$ cat config.mk
export PLATFORM = sky130hd
export DESIGN_NAME = free_block_bitmap_unit_flat
export DESIGN_NICKNAME = d
export VERILOG_FILES = /design/src/hw/rtl/fbb_pkg.sv /design/src/hw/rtl/fbb_if.sv /design/src/hw/rtl/fbb_mem.sv /design/src/hw/rtl/fbb_ctrl.sv /design/src/hw/rtl/free_block_bitmap_unit.sv /design/src/flat_wrapper.sv
export SDC_FILE = /design/constraint.sdc
export NUM_CORES = 2
export LEC_CHECK = 0
export ABC_AREA = 0
export ABC_CLOCK_PERIOD_IN_PS = 18050
export BUFFER_PORTS_ARGS = -buffer_cell sky130_fd_sc_hd__buf_2
export CAP_MARGIN = 25
export CORE_MARGIN = 5
export CORE_UTILIZATION = 58
export CTS_CLUSTER_DIAMETER = 40
export DETAILED_ROUTE_END_ITERATION = 8
export PLACE_DENSITY = 0.75
export RECOVER_POWER = 50
export SETUP_SLACK_MARGIN = 0.15
export SYNTH_ARGS = -nofsm -noshare
export SYNTH_HDL_FRONTEND = slang
export SYNTH_SLANG_ARGS = --single-unit
$ cat constraint.sdc
create_clock -name clk -period 18.05 [get_ports clk]
set_clock_uncertainty 0.05 [all_clocks]
set_input_delay 0 -clock clk [delete_from_list [all_inputs] [get_ports clk]]
set_output_delay 0 -clock clk [all_outputs]
set_load 0.005 [all_outputs]
$ cat src/hw/rtl/fbb_pkg.sv
// Free block bitmap: shared field widths, request and state codes, structs and
// byte helper functions. No dependencies.
package fbb_pkg;

    localparam int TYPE_W     = 3;
    localparam int BIT_IDX_W  = 10;
    localparam int BYTE_IDX_W = 7;
    localparam int BYTE_W     = 8;
    localparam int COUNT_W    = 11;
    localparam int ADDR_W     = 8;

    localparam logic [7:0] CFG_RESET      = 8'd128;
    localparam logic [7:0] SCAN_MAX_BYTES = 8'd128;

    typedef enum logic [TYPE_W-1:0] {
        REQ_FILL      = 3'd0,
        REQ_WRITE_BIT = 3'd1,
        REQ_FIND      = 3'd2,
        REQ_LOAD      = 3'd3,
        REQ_READ      = 3'd4
    } req_type_e_t;

    typedef enum logic [2:0] {
        ST_IDLE,
        ST_FILL,
        ST_MODIFY,
        ST_SCAN,
        ST_COUNT,
        ST_DONE
    } fbb_state_t;

    typedef struct packed {
        logic [TYPE_W-1:0]     req_type;
        logic                  bit_value;
        logic [BIT_IDX_W-1:0]  bit_index;
        logic [BYTE_IDX_W-1:0] byte_index;
        logic [BYTE_W-1:0]     byte_data;
    } req_t;

    typedef struct packed {
        logic                 status;
        logic                 found;
        logic [BIT_IDX_W-1:0] found_index;
        logic [COUNT_W-1:0]   ones_count;
        logic [BYTE_W-1:0]    read_byte;
    } rsp_t;

    typedef struct packed {
        logic              we;
        logic [ADDR_W-1:0] waddr;
        logic [BYTE_W-1:0] wdata;
        logic [ADDR_W-1:0] raddr;
    } mem_req_t;

    function automatic logic [3:0] pop8(input logic [7:0] v);
        logic [3:0] c;
        c = 4'd0;
        for (int i = 0; i < 8; i++)
        begin
            c = c + 4'(v[i]);
        end
        return c;
    endfunction

    // position of the first set bit counted from the MSB
    function automatic logic [2:0] first_one8(input logic [7:0] v);
        logic [2:0] pos;
        logic       hit;
        pos = 3'd0;
        hit = 1'b0;
        for (int i = 0; i < 8; i++)
        begin
            if (v[7-i] && !hit)
            begin
                pos = 3'(i);
                hit = 1'b1;
            end
        end
        return pos;
    endfunction

endpackage

$ cat src/hw/rtl/fbb_if.sv
// Free block bitmap: valid/ready channel interfaces for requests and results.
// Depends on fbb_pkg.
interface fbb_req_if import fbb_pkg::*; ();
    logic                  valid;
    logic                  ready;
    logic [TYPE_W-1:0]     req_type;
    logic                  bit_value;
    logic [BIT_IDX_W-1:0]  bit_index;
    logic [BYTE_IDX_W-1:0] byte_index;
    logic [BYTE_W-1:0]     byte_data;

    modport source (output valid, req_type, bit_value, bit_index, byte_index, byte_data,
                    input ready);
    modport sink   (input valid, req_type, bit_value, bit_index, byte_index, byte_data,
                    output ready);
endinterface

interface fbb_rsp_if import fbb_pkg::*; ();
    logic                 valid;
    logic                 ready;
    logic                 status;
    logic                 found;
    logic [BIT_IDX_W-1:0] found_index;
    logic [COUNT_W-1:0]   ones_count;
    logic [BYTE_W-1:0]    read_byte;

    modport source (output valid, status, found, found_index, ones_count, read_byte,
                    input ready);
    modport sink   (input valid, status, found, found_index, ones_count, read_byte,
                    output ready);
endinterface

$ cat src/hw/rtl/fbb_mem.sv
// Free block bitmap: byte memory, one write and one registered read port,
// with per-entry valid flags so unwritten entries read as zero. Depends on fbb_pkg.
module fbb_mem import fbb_pkg::*;
#(
    parameter int DEPTH = 128
)
(
    input  logic              clk,
    input  logic              rst_n,
    input  mem_req_t          mreq,
    output logic [BYTE_W-1:0] rd_data
);
    localparam int AW = (DEPTH > 1) ? $clog2(DEPTH) : 1;

    logic [BYTE_W-1:0] mem [DEPTH];
    logic [DEPTH-1:0]  vld_reg;
    logic [BYTE_W-1:0] rdata_reg;
    logic              rvld_reg;

    always_ff @(posedge clk)
    begin
        if (mreq.we)
        begin
            mem[mreq.waddr[AW-1:0]] <= mreq.wdata;
        end
        rdata_reg <= mem[mreq.raddr[AW-1:0]];
    end

    always_ff @(posedge clk or negedge rst_n)
    begin
        if (!rst_n)
        begin
            vld_reg  <= '0;
            rvld_reg <= 1'b0;
        end
        else
        begin
            if (mreq.we)
            begin
                vld_reg[mreq.waddr[AW-1:0]] <= 1'b1;
            end
            rvld_reg <= vld_reg[mreq.raddr[AW-1:0]];
        end
    end

    assign rd_data = rvld_reg ? rdata_reg : '0;

endmodule

$ cat src/hw/rtl/fbb_ctrl.sv
// Free block bitmap: request sequencer. Read-modify-write, fill sweep,
// find-first scan and recount over the byte memory. Depends on fbb_pkg.
module fbb_ctrl import fbb_pkg::*;
(
    input  logic              clk,
    input  logic              rst_n,
    input  logic [7:0]        live,
    input  logic              recount,
    input  logic              start,
    input  req_t              req_in,
    output logic              idle_ready,
    output logic              res_valid,
    input  logic              res_take,
    output rsp_t              res,
    output mem_req_t          mreq,
    input  logic [BYTE_W-1:0] rd_data
);
    fbb_state_t           state_reg, state_next;
    req_type_e_t          op_reg, op_next;
    logic                 val_reg, val_next;
    logic [2:0]           bpos_reg, bpos_next;
    logic [BYTE_W-1:0]    data_reg, data_next;
    logic [ADDR_W-1:0]    ptr_reg, ptr_next;
    logic [COUNT_W-1:0]   sum_reg, sum_next;
    logic [COUNT_W-1:0]   ones_reg, ones_next;
    logic                 status_reg, status_next;
    logic                 found_reg, found_next;
    logic [BIT_IDX_W-1:0] fidx_reg, fidx_next;
    logic [BYTE_W-1:0]    rbyte_reg, rbyte_next;

    req_type_e_t        in_op;
    logic [7:0]         lim;
    logic [COUNT_W-1:0] live_bits;
    logic               live_zero;
    logic               bit_err;
    logic               byte_err;
    logic               live_last;
    logic               lim_last;
    logic [BYTE_W-1:0]  match_byte;
    logic               match_hit;
    logic [BYTE_W-1:0]  mask;
    logic [BYTE_W-1:0]  new_byte;
    logic [COUNT_W-1:0] ones_adj;
    logic [COUNT_W-1:0] sum_add;
    logic [ADDR_W-1:0]  in_addr;

    always_comb
    begin
        in_op      = req_type_e_t'(req_in.req_type);
        lim        = (live > SCAN_MAX_BYTES) ? SCAN_MAX_BYTES : live;
        live_bits  = {live, 3'b000};
        live_zero  = (live == 8'd0);
        bit_err    = (COUNT_W'(req_in.bit_index) >= live_bits);
        byte_err   = (8'(req_in.byte_index) >= live);
        live_last  = (ptr_reg == 8'(live - 8'd1));
        lim_last   = (ptr_reg == 8'(lim - 8'd1));
        match_byte = val_reg ? rd_data : ~rd_data;
        match_hit  = (match_byte != 8'd0);
        mask       = 8'h80 >> bpos_reg;
        if (op_reg == REQ_LOAD)
        begin
            new_byte = data_reg;
        end
        else
        begin
            new_byte = val_reg ? (rd_data | mask) : (rd_data & ~mask);
        end
        ones_adj = ones_reg - COUNT_W'(pop8(rd_data)) + COUNT_W'(pop8(new_byte));
        sum_add  = sum_reg + COUNT_W'(pop8(rd_data));
        if (in_op == REQ_WRITE_BIT)
        begin
            in_addr = {1'b0, req_in.bit_index[BIT_IDX_W-1:3]};
        end
        else if (in_op == REQ_LOAD || in_op == REQ_READ)
        begin
            in_addr = {1'b0, req_in.byte_index};
        end
        else
        begin
            in_addr = '0;
        end
    end

    // next state
    always_comb
    begin
        state_next = state_reg;
        unique case (state_reg)
            ST_IDLE:
            begin
                if (recount)
                begin
                    state_next = live_zero ? ST_IDLE : ST_COUNT;
                end
                else if (start)
                begin
                    unique case (in_op)
                        REQ_FILL:      state_next = live_zero ? ST_DONE : ST_FILL;
                        REQ_WRITE_BIT: state_next = bit_err ? ST_DONE : ST_MODIFY;
                        REQ_FIND:      state_next = (lim == 8'd0) ? ST_DONE : ST_SCAN;
                        REQ_LOAD,
                        REQ_READ:      state_next = byte_err ? ST_DONE : ST_MODIFY;
                        default:       state_next = ST_DONE;
                    endcase
                end
            end
            ST_FILL:   state_next = live_last ? ST_DONE : ST_FILL;
            ST_MODIFY: state_next = ST_DONE;
            ST_SCAN:   state_next = (match_hit || lim_last) ? ST_DONE : ST_SCAN;
            ST_COUNT:
            begin
                if (recount)
                begin
                    state_next = live_zero ? ST_IDLE : ST_COUNT;
                end
                else
                begin
                    state_next = live_last ? ST_IDLE : ST_COUNT;
                end
            end
            ST_DONE:   state_next = res_take ? ST_IDLE : ST_DONE;
            default:   state_next = ST_IDLE;
        endcase
    end

    // datapath registers
    always_comb
    begin
        op_next     = op_reg;
        val_next    = val_reg;
        bpos_next   = bpos_reg;
        data_next   = data_reg;
        ptr_next    = ptr_reg;
        sum_next    = sum_reg;
        ones_next   = ones_reg;
        status_next = status_reg;
        found_next  = found_reg;
        fidx_next   = fidx_reg;
        rbyte_next  = rbyte_reg;
        unique case (state_reg)
            ST_IDLE:
            begin
                if (recount)
                begin
                    ptr_next = '0;
                    sum_next = '0;
                    if (live_zero)
                    begin
                        ones_next = '0;
                    end
                end
                else if (start)
                begin
                    op_next     = in_op;
                    val_next    = req_in.bit_value;
                    bpos_next   = req_in.bit_index[2:0];
                    data_next   = req_in.byte_data;
                    ptr_next    = in_addr;
                    status_next = 1'b0;
                    found_next  = 1'b0;
                    fidx_next   = '0;
                    rbyte_next  = '0;
                    if ((in_op == REQ_WRITE_BIT && bit_err) ||
                        ((in_op == REQ_LOAD || in_op == REQ_READ) && byte_err))
                    begin
                        status_next = 1'b1;
                    end
                end
            end
            ST_FILL:
            begin
                ptr_next = 8'(ptr_reg + 8'd1);
                if (live_last)
                begin
                    ones_next = val_reg ? live_bits : '0;
                end
            end
            ST_MODIFY:
            begin
                if (op_reg == REQ_READ)
                begin
                    rbyte_next = rd_data;
                end
                else
                begin
                    ones_next = ones_adj;
                end
            end
            ST_SCAN:
            begin
                if (match_hit)
                begin
                    found_next = 1'b1;
                    fidx_next  = {ptr_reg[BYTE_IDX_W-1:0], first_one8(match_byte)};
                end
                else if (!lim_last)
                begin
                    ptr_next = 8'(ptr_reg + 8'd1);
                end
            end
            ST_COUNT:
            begin
                if (recount)
                begin
                    ptr_next = '0;
                    sum_next = '0;
                    if (live_zero)
                    begin
                        ones_next = '0;
                    end
                end
                else if (live_last)
                begin
                    ones_next = sum_add;
                end
                else
                begin
                    sum_next = sum_add;
                    ptr_next = 8'(ptr_reg + 8'd1);
                end
            end
            ST_DONE:
            begin
            end
            default:
            begin
            end
        endcase
    end

    // outputs
    always_comb
    begin
        idle_ready  = 1'b0;
        res_valid   = 1'b0;
        mreq.we     = 1'b0;
        mreq.waddr  = ptr_reg;
        mreq.wdata  = new_byte;
        mreq.raddr  = ptr_reg;
        unique case (state_reg)
            ST_IDLE:
            begin
                idle_ready = !recount;
                mreq.raddr = recount ? '0 : in_addr;
            end
            ST_FILL:
            begin
                mreq.we    = 1'b1;
                mreq.wdata = val_reg ? 8'hFF : 8'h00;
            end
            ST_MODIFY:
            begin
                mreq.we = (op_reg != REQ_READ);
            end
            ST_SCAN:
            begin
                mreq.raddr = lim_last ? ptr_reg : 8'(ptr_reg + 8'd1);
            end
            ST_COUNT:
            begin
                if (recount)
                begin
                    mreq.raddr = '0;
                end
                else
                begin
                    mreq.raddr = live_last ? ptr_reg : 8'(ptr_reg + 8'd1);
                end
            end
            ST_DONE:
            begin
                res_valid = 1'b1;
            end
            default:
            begin
            end
        endcase
    end

    assign res.status      = status_reg;
    assign res.found       = found_reg;
    assign res.found_index = fidx_reg;
    assign res.ones_count  = ones_reg;
    assign res.read_byte   = rbyte_reg;

    always_ff @(posedge clk or negedge rst_n)
    begin
        if (!rst_n)
        begin
            state_reg <= ST_IDLE;
            ones_reg  <= '0;
        end
        else
        begin
            state_reg <= state_next;
            ones_reg  <= ones_next;
        end
    end

    always_ff @(posedge clk)
    begin
        op_reg     <= op_next;
        val_reg    <= val_next;
        bpos_reg   <= bpos_next;
        data_reg   <= data_next;
        ptr_reg    <= ptr_next;
        sum_reg    <= sum_next;
        status_reg <= status_next;
        found_reg  <= found_next;
        fidx_reg   <= fidx_next;
        rbyte_reg  <= rbyte_next;
    end

    a_start_leaves_idle: assert property (@(posedge clk) disable iff (!rst_n)
        start |=> state_reg != ST_IDLE)
        else $error("request accepted but sequencer stayed idle");

    a_write_in_range: assert property (@(posedge clk) disable iff (!rst_n)
        mreq.we |-> mreq.waddr < live)
        else $error("memory write beyond bytes in use");

    a_ones_bound: assert property (@(posedge clk) disable iff (!rst_n)
        (state_reg == ST_IDLE && !recount) |-> ones_reg <= live_bits)
        else $error("ones count exceeds live bits");

    a_found_in_range: assert property (@(posedge clk) disable iff (!rst_n)
        (res_valid && res.found) |-> (COUNT_W'(res.found_index) < {lim, 3'b000}
                                      && !res.status))
        else $error("found index outside search range");

endmodule

$ cat src/hw/rtl/free_block_bitmap_unit.sv
// Free block bitmap top level: configuration register, result register and
// sequencer/memory instances. Depends on fbb_pkg, fbb_if, fbb_mem, fbb_ctrl.
//
// Usage: requests arrive on req (valid/ready), one result per request leaves on
// rsp (valid/ready); a transfer happens when valid and ready are both high.
// cfg_we/cfg_wdata write bytes_in_use (reset 128, limited to MAP_BYTES).
// One request is worked on at a time. Steps from accepted request to the
// result on rsp, paced by the registered memory read and the byte-wide sweep:
//   write bit, load byte, read byte: read, modify/write, done
//   fill: one byte written per cycle over the bytes in use, then done
//   find first: one byte scanned per cycle up to a match or min(bytes in use, 128)
//   out-of-range index, unknown request: straight to done
// ready returns as the result is loaded into the output register, since the
// sequencer goes back to idle on the same edge. After a configuration write, ready
// stays low while the one-bit count is rebuilt from memory.
// Reset clears the count and marks every memory entry as zero through
// per-entry valid flags; no clearing pass is needed.
// A stalled receiver holds the result in the output register; the sequencer
// then waits with its next result and accepts no new request.
module free_block_bitmap_unit import fbb_pkg::*;
#(
    parameter int MAP_BYTES = 128
)
(
    input  logic        clk,
    input  logic        rst_n,
    fbb_req_if.sink     req,
    fbb_rsp_if.source   rsp,
    input  logic        cfg_we,
    input  logic [7:0]  cfg_wdata
);
    localparam int MEM_DEPTH = (MAP_BYTES < 256) ? MAP_BYTES : 256;

    logic [7:0] cfg_reg;
    logic       recount_reg;
    logic       out_valid_reg;
    rsp_t       out_reg;

    logic [7:0]        live;
    logic              idle_ready;
    logic              start;
    req_t              req_in;
    logic              res_valid;
    logic              res_take;
    rsp_t              res;
    mem_req_t          mreq;
    logic [BYTE_W-1:0] rd_data;

    assign live = (32'(cfg_reg) > MAP_BYTES) ? 8'(MAP_BYTES) : cfg_reg;

    assign req_in.req_type   = req.req_type;
    assign req_in.bit_value  = req.bit_value;
    assign req_in.bit_index  = req.bit_index;
    assign req_in.byte_index = req.byte_index;
    assign req_in.byte_data  = req.byte_data;

    assign req.ready = idle_ready && !cfg_we;
    assign start     = req.valid && req.ready;
    assign res_take  = res_valid && (!out_valid_reg || rsp.ready);

    always_ff @(posedge clk or negedge rst_n)
    begin
        if (!rst_n)
        begin
            cfg_reg       <= CFG_RESET;
            recount_reg   <= 1'b0;
            out_valid_reg <= 1'b0;
        end
        else
        begin
            if (cfg_we)
            begin
                cfg_reg <= cfg_wdata;
            end
            recount_reg <= cfg_we;
            if (res_take)
            begin
                out_valid_reg <= 1'b1;
            end
            else if (rsp.ready)
            begin
                out_valid_reg <= 1'b0;
            end
        end
    end

    always_ff @(posedge clk)
    begin
        if (res_take)
        begin
            out_reg <= res;
        end
    end

    assign rsp.valid       = out_valid_reg;
    assign rsp.status      = out_reg.status;
    assign rsp.found       = out_reg.found;
    assign rsp.found_index = out_reg.found_index;
    assign rsp.ones_count  = out_reg.ones_count;
    assign rsp.read_byte   = out_reg.read_byte;

    fbb_mem #(
        .DEPTH (MEM_DEPTH)
    ) u_mem (
        .clk     (clk),
        .rst_n   (rst_n),
        .mreq    (mreq),
        .rd_data (rd_data)
    );

    fbb_ctrl u_ctrl (
        .clk        (clk),
        .rst_n      (rst_n),
        .live       (live),
        .recount    (recount_reg),
        .start      (start),
        .req_in     (req_in),
        .idle_ready (idle_ready),
        .res_valid  (res_valid),
        .res_take   (res_take),
        .res        (res),
        .mreq       (mreq),
        .rd_data    (rd_data)
    );

endmodule

$ cat src/flat_wrapper.sv
// flat-port wrapper written by rule: the top's interface ports become plain ports
module free_block_bitmap_unit_flat import fbb_pkg::*;
#(
    parameter int MAP_BYTES = 128
)
  (clk, rst_n, cfg_we, cfg_wdata, req_valid, req_req_type, req_bit_value, req_bit_index, req_byte_index, req_byte_data, req_ready, rsp_valid, rsp_status, rsp_found, rsp_found_index, rsp_ones_count, rsp_read_byte, rsp_ready);
  fbb_req_if req_i ();
  fbb_rsp_if rsp_i ();
  input  logic clk;
  input  logic rst_n;
  input  logic cfg_we;
  input  logic [7:0] cfg_wdata;
  input wire logic [$bits(req_i.valid)-1:0] req_valid;
  input wire logic [$bits(req_i.req_type)-1:0] req_req_type;
  input wire logic [$bits(req_i.bit_value)-1:0] req_bit_value;
  input wire logic [$bits(req_i.bit_index)-1:0] req_bit_index;
  input wire logic [$bits(req_i.byte_index)-1:0] req_byte_index;
  input wire logic [$bits(req_i.byte_data)-1:0] req_byte_data;
  output wire logic [$bits(req_i.ready)-1:0] req_ready;
  output wire logic [$bits(rsp_i.valid)-1:0] rsp_valid;
  output wire logic [$bits(rsp_i.status)-1:0] rsp_status;
  output wire logic [$bits(rsp_i.found)-1:0] rsp_found;
  output wire logic [$bits(rsp_i.found_index)-1:0] rsp_found_index;
  output wire logic [$bits(rsp_i.ones_count)-1:0] rsp_ones_count;
  output wire logic [$bits(rsp_i.read_byte)-1:0] rsp_read_byte;
  input wire logic [$bits(rsp_i.ready)-1:0] rsp_ready;
  assign req_i.valid = req_valid;
  assign req_i.req_type = req_req_type;
  assign req_i.bit_value = req_bit_value;
  assign req_i.bit_index = req_bit_index;
  assign req_i.byte_index = req_byte_index;
  assign req_i.byte_data = req_byte_data;
  assign req_ready = req_i.ready;
  assign rsp_valid = rsp_i.valid;
  assign rsp_status = rsp_i.status;
  assign rsp_found = rsp_i.found;
  assign rsp_found_index = rsp_i.found_index;
  assign rsp_ones_count = rsp_i.ones_count;
  assign rsp_read_byte = rsp_i.read_byte;
  assign rsp_i.ready = rsp_ready;
  free_block_bitmap_unit #(.MAP_BYTES(MAP_BYTES)) u_core (.clk(clk), .rst_n(rst_n), .req(req_i), .rsp(rsp_i), .cfg_we(cfg_we), .cfg_wdata(cfg_wdata));
endmodule
==> impl_metrics.ini <==
[run_status]
status = finished, violations left
failed_checks = capacitance limit, slew limit

[timing]
fin_hold_ws_ns = 0.117
timing.fmax_ghz = 0.129
timing.slew.headroom_pct = -195
min_period_over_period_pct = 42.8
tightest_slew_ns = 4.42
setup_viol = 0
fin_tns_setup_ns = 0
post-route-min-period_ns = 7.73
rsz0062_at_grt = no
slew_viol_final = 708
hold_viol = 0
setup_slack_ns = 10.32

[synth]
synth_enable_flop_cells = 1109
synth.ff_latch_count = 1270
synth_xor_area_share_pct = 0.566
synth-simple-area-share_pct = 11.8
synthMuxAreaShare_pct = 4.03
avgSynthCellArea_um2 = 13.4
synth.net_count = 4177
synth_top_family_by_area = simple AND/OR/NAND/NOR gates
synth_compound_area_share_pct = 10.5
synth_top_area_cell = edfxtp_1
yosys_warnings = 0
syn_inst = 4068
ys_seq_area_share_pct = 68.5
synth_fa_ha_area_share_pct = 1.69
ys_async_sr_fraction_pct = 12.0
ys.flop_type = edfxtp_1
synth_area_leaders = edfxtp_1 (61%), dfrtp_1 (7.0%), mux2i_1 (3.9%), nand2_1 (3.6%), o2111ai_1 (2.3%)
synthDistinctLibCells = 94
yosys.area.top_type_share_pct = 61.2
netlist_area_um2 = 54400

[floorplanning]
core_um2 = 93200
die_area_um2 = 100000
row_count = 112
dieHeight_um = 316
die_width_um = 316
start_util_pct = 58.4
ioPinCount = 75

[power]
ir_worst_vdd_mv = 0.153
power_density_nw_per_um2 = 188
total_power_mw = 11.6
leakagePower_nw = 22.0

[setup_path]
r2r_slack_ns = 10.32
start_kind = flip-flop
end_kind = flip-flop
cp_data_required_time_ns = 18.69
cp.arrival_ns = 8.37
r2r_cells = 16
reg2reg_from = u_core.cfg_reg[7]
crit_end = u_core.u_mem.rdata_reg[6]
startpoint = u_core.cfg_reg[7]
worstPathMaxFanout = 72
r2r_end = u_core.u_mem.rdata_reg[6]
crit_type = reg -> reg

[clock_tree]
cts-resized-gates = 0
ctsHoldBuffers = 71
path_clk_slew_ns = 0.06
clock_sinks = 1270
post_cts.repair.setup_buffers = 0
clockRootBuffer = clkbuf_16
insertion_delay_ns = 0.76
clk_path_buf_depth = 3
h-tree-depth = 4
numCtsBuffers = 152
cts_tree = yes

[drt]
drc = 0
first_pass_iters = 6
avgRoutedWirePerCell_um = 26.8
routed_wl_mm = 149
vias = 36600
initialDrtViolationCount = 5069
ant_nets = 0
viasPerCell = 6.60

[grt]
grt-busiest-layer = met2
grt.total_usage_pct = 29.4
grtUsageMet1_pct = 40.6
grt_util_met3_pct = 7.86
antenna_found_initial = 4
grt_first_pass_wirelength_mm = 223
grt_pass1_vias = 35400
grt-ovfl-total = 0
met2_usage_pct = 45.6
grt_max_degree = 171

[cells_and_area]
mostFrequentLayoutCells = edfxtp_1 (1109), nand2_1 (520), a21oi_1 (226)
largest_register_ffs = 1024
num_antenna_cells = 0
area_growth_pct = 13.3
final_common_cell = edfxtp_1
layout-drive-gt1-share_pct = 12.4
fin_nets = 4279
stdcell_area_um2 = 61700

[hold_path]
worstHoldPathType = in -> reg

[run]
maxCapViolCount = 19

[placement]
place_hpwl_mm = 85.9
place.port_buffers = 74
pre_cts_slack_ns = 10.71
place.gp.congestion = 0.913
postPlaceCellArea_um2 = 55800
-- cell usage after synthesis (all sizes together) (30+ instances only) --
library cell,instances
edfxtp,1109
nand2,522
a21oi,226
nor2,225
mux2i,210
nor3,169
buf,166
nand3,154
dfrtp,152
o2111ai,142
or2,130
clkbuf,115
o21ai,93
a32o,67
ha,56
inv,54
nand4,50
a2111oi,40
o31ai,35
and3,30
-- where the power goes --
part	total [mW]	switching, mW	internal, mW
clock	3.13	1.22	1.91
combinational	4.51	3.14	1.37
sequential	3.97	0.160	3.81
total	11.6	4.52	7.09
-- cells by family (layout without fill, tap and decap cells) --
family | Yosys count | in the layout
simple gates | 1365 | 1365
flops | 1270 | 1270
compound gates | 782 | 782
buf+inv | 335 | 565
mux | 218 | 218
fa+ha+maj | 67 | 67
xor+xnor | 31 | 31
-- metal layers --
metal  vias up  wire, um
met4         8      5600
met5         -        48
met2      2404     68800
met3       375     17300
li1      15800         -
met1     18100     57000
-- per-stage QoR --
stage	utilization, %	std cells
global route	66.2	5552
CTS	66.3	5546
detailed placement	59.9	5193
floorplan	-	4068
global placement	59.9	5192
finish	66.2	5552
-- layout make-up --
class / count / area (um2)
Sequential cell: 1270 / 37300
Timing Repair Buffer: 229 / 1630
Clock inverter: 91 / 1030
Multi-Input combinational cell: 2463 / 15700
Inverter: 54 / 203
Fill cell: 6434 / 31500
Tap cell: 1254 / 1570
Clock buffer: 191 / 4200
-- worst max-delay path: stages (launching register included) --
cell and delay [ns]:
dfstp_1 0.94, nand2b_1 0.36, ha_1 0.33, or4b_1 0.46, o211ai_1 0.13, xor2_1 0.11, or2_2 0.36, o31ai_4 0.26
a21oi_1 0.16, o21ai_4 0.66, buf_4 0.88, buf_4 0.77, nand3_1 0.63, o221ai_1 0.38, a31oi_1 0.08, a2111oi_0 0.79
and4_1 0.27
-- worst min-delay path by stage --
stage                                 from                        to  cells after the start
final                     req_bit_index[9]  u_core.u_ctrl.status_reg                      5
after global routing      req_bit_index[9]  u_core.u_ctrl.status_reg                      5
after detailed placement             rst_n  u_core.u_mem.vld_reg[28]                      1
after floorplan                      rst_n         u_core.cfg_reg[0]                      0
after global placement               rst_n  u_core.u_mem.vld_reg[29]                      1
after CTS                           cfg_we        u_core.recount_reg                      2
No activity file was read; power rests on OpenSTA's default activity.
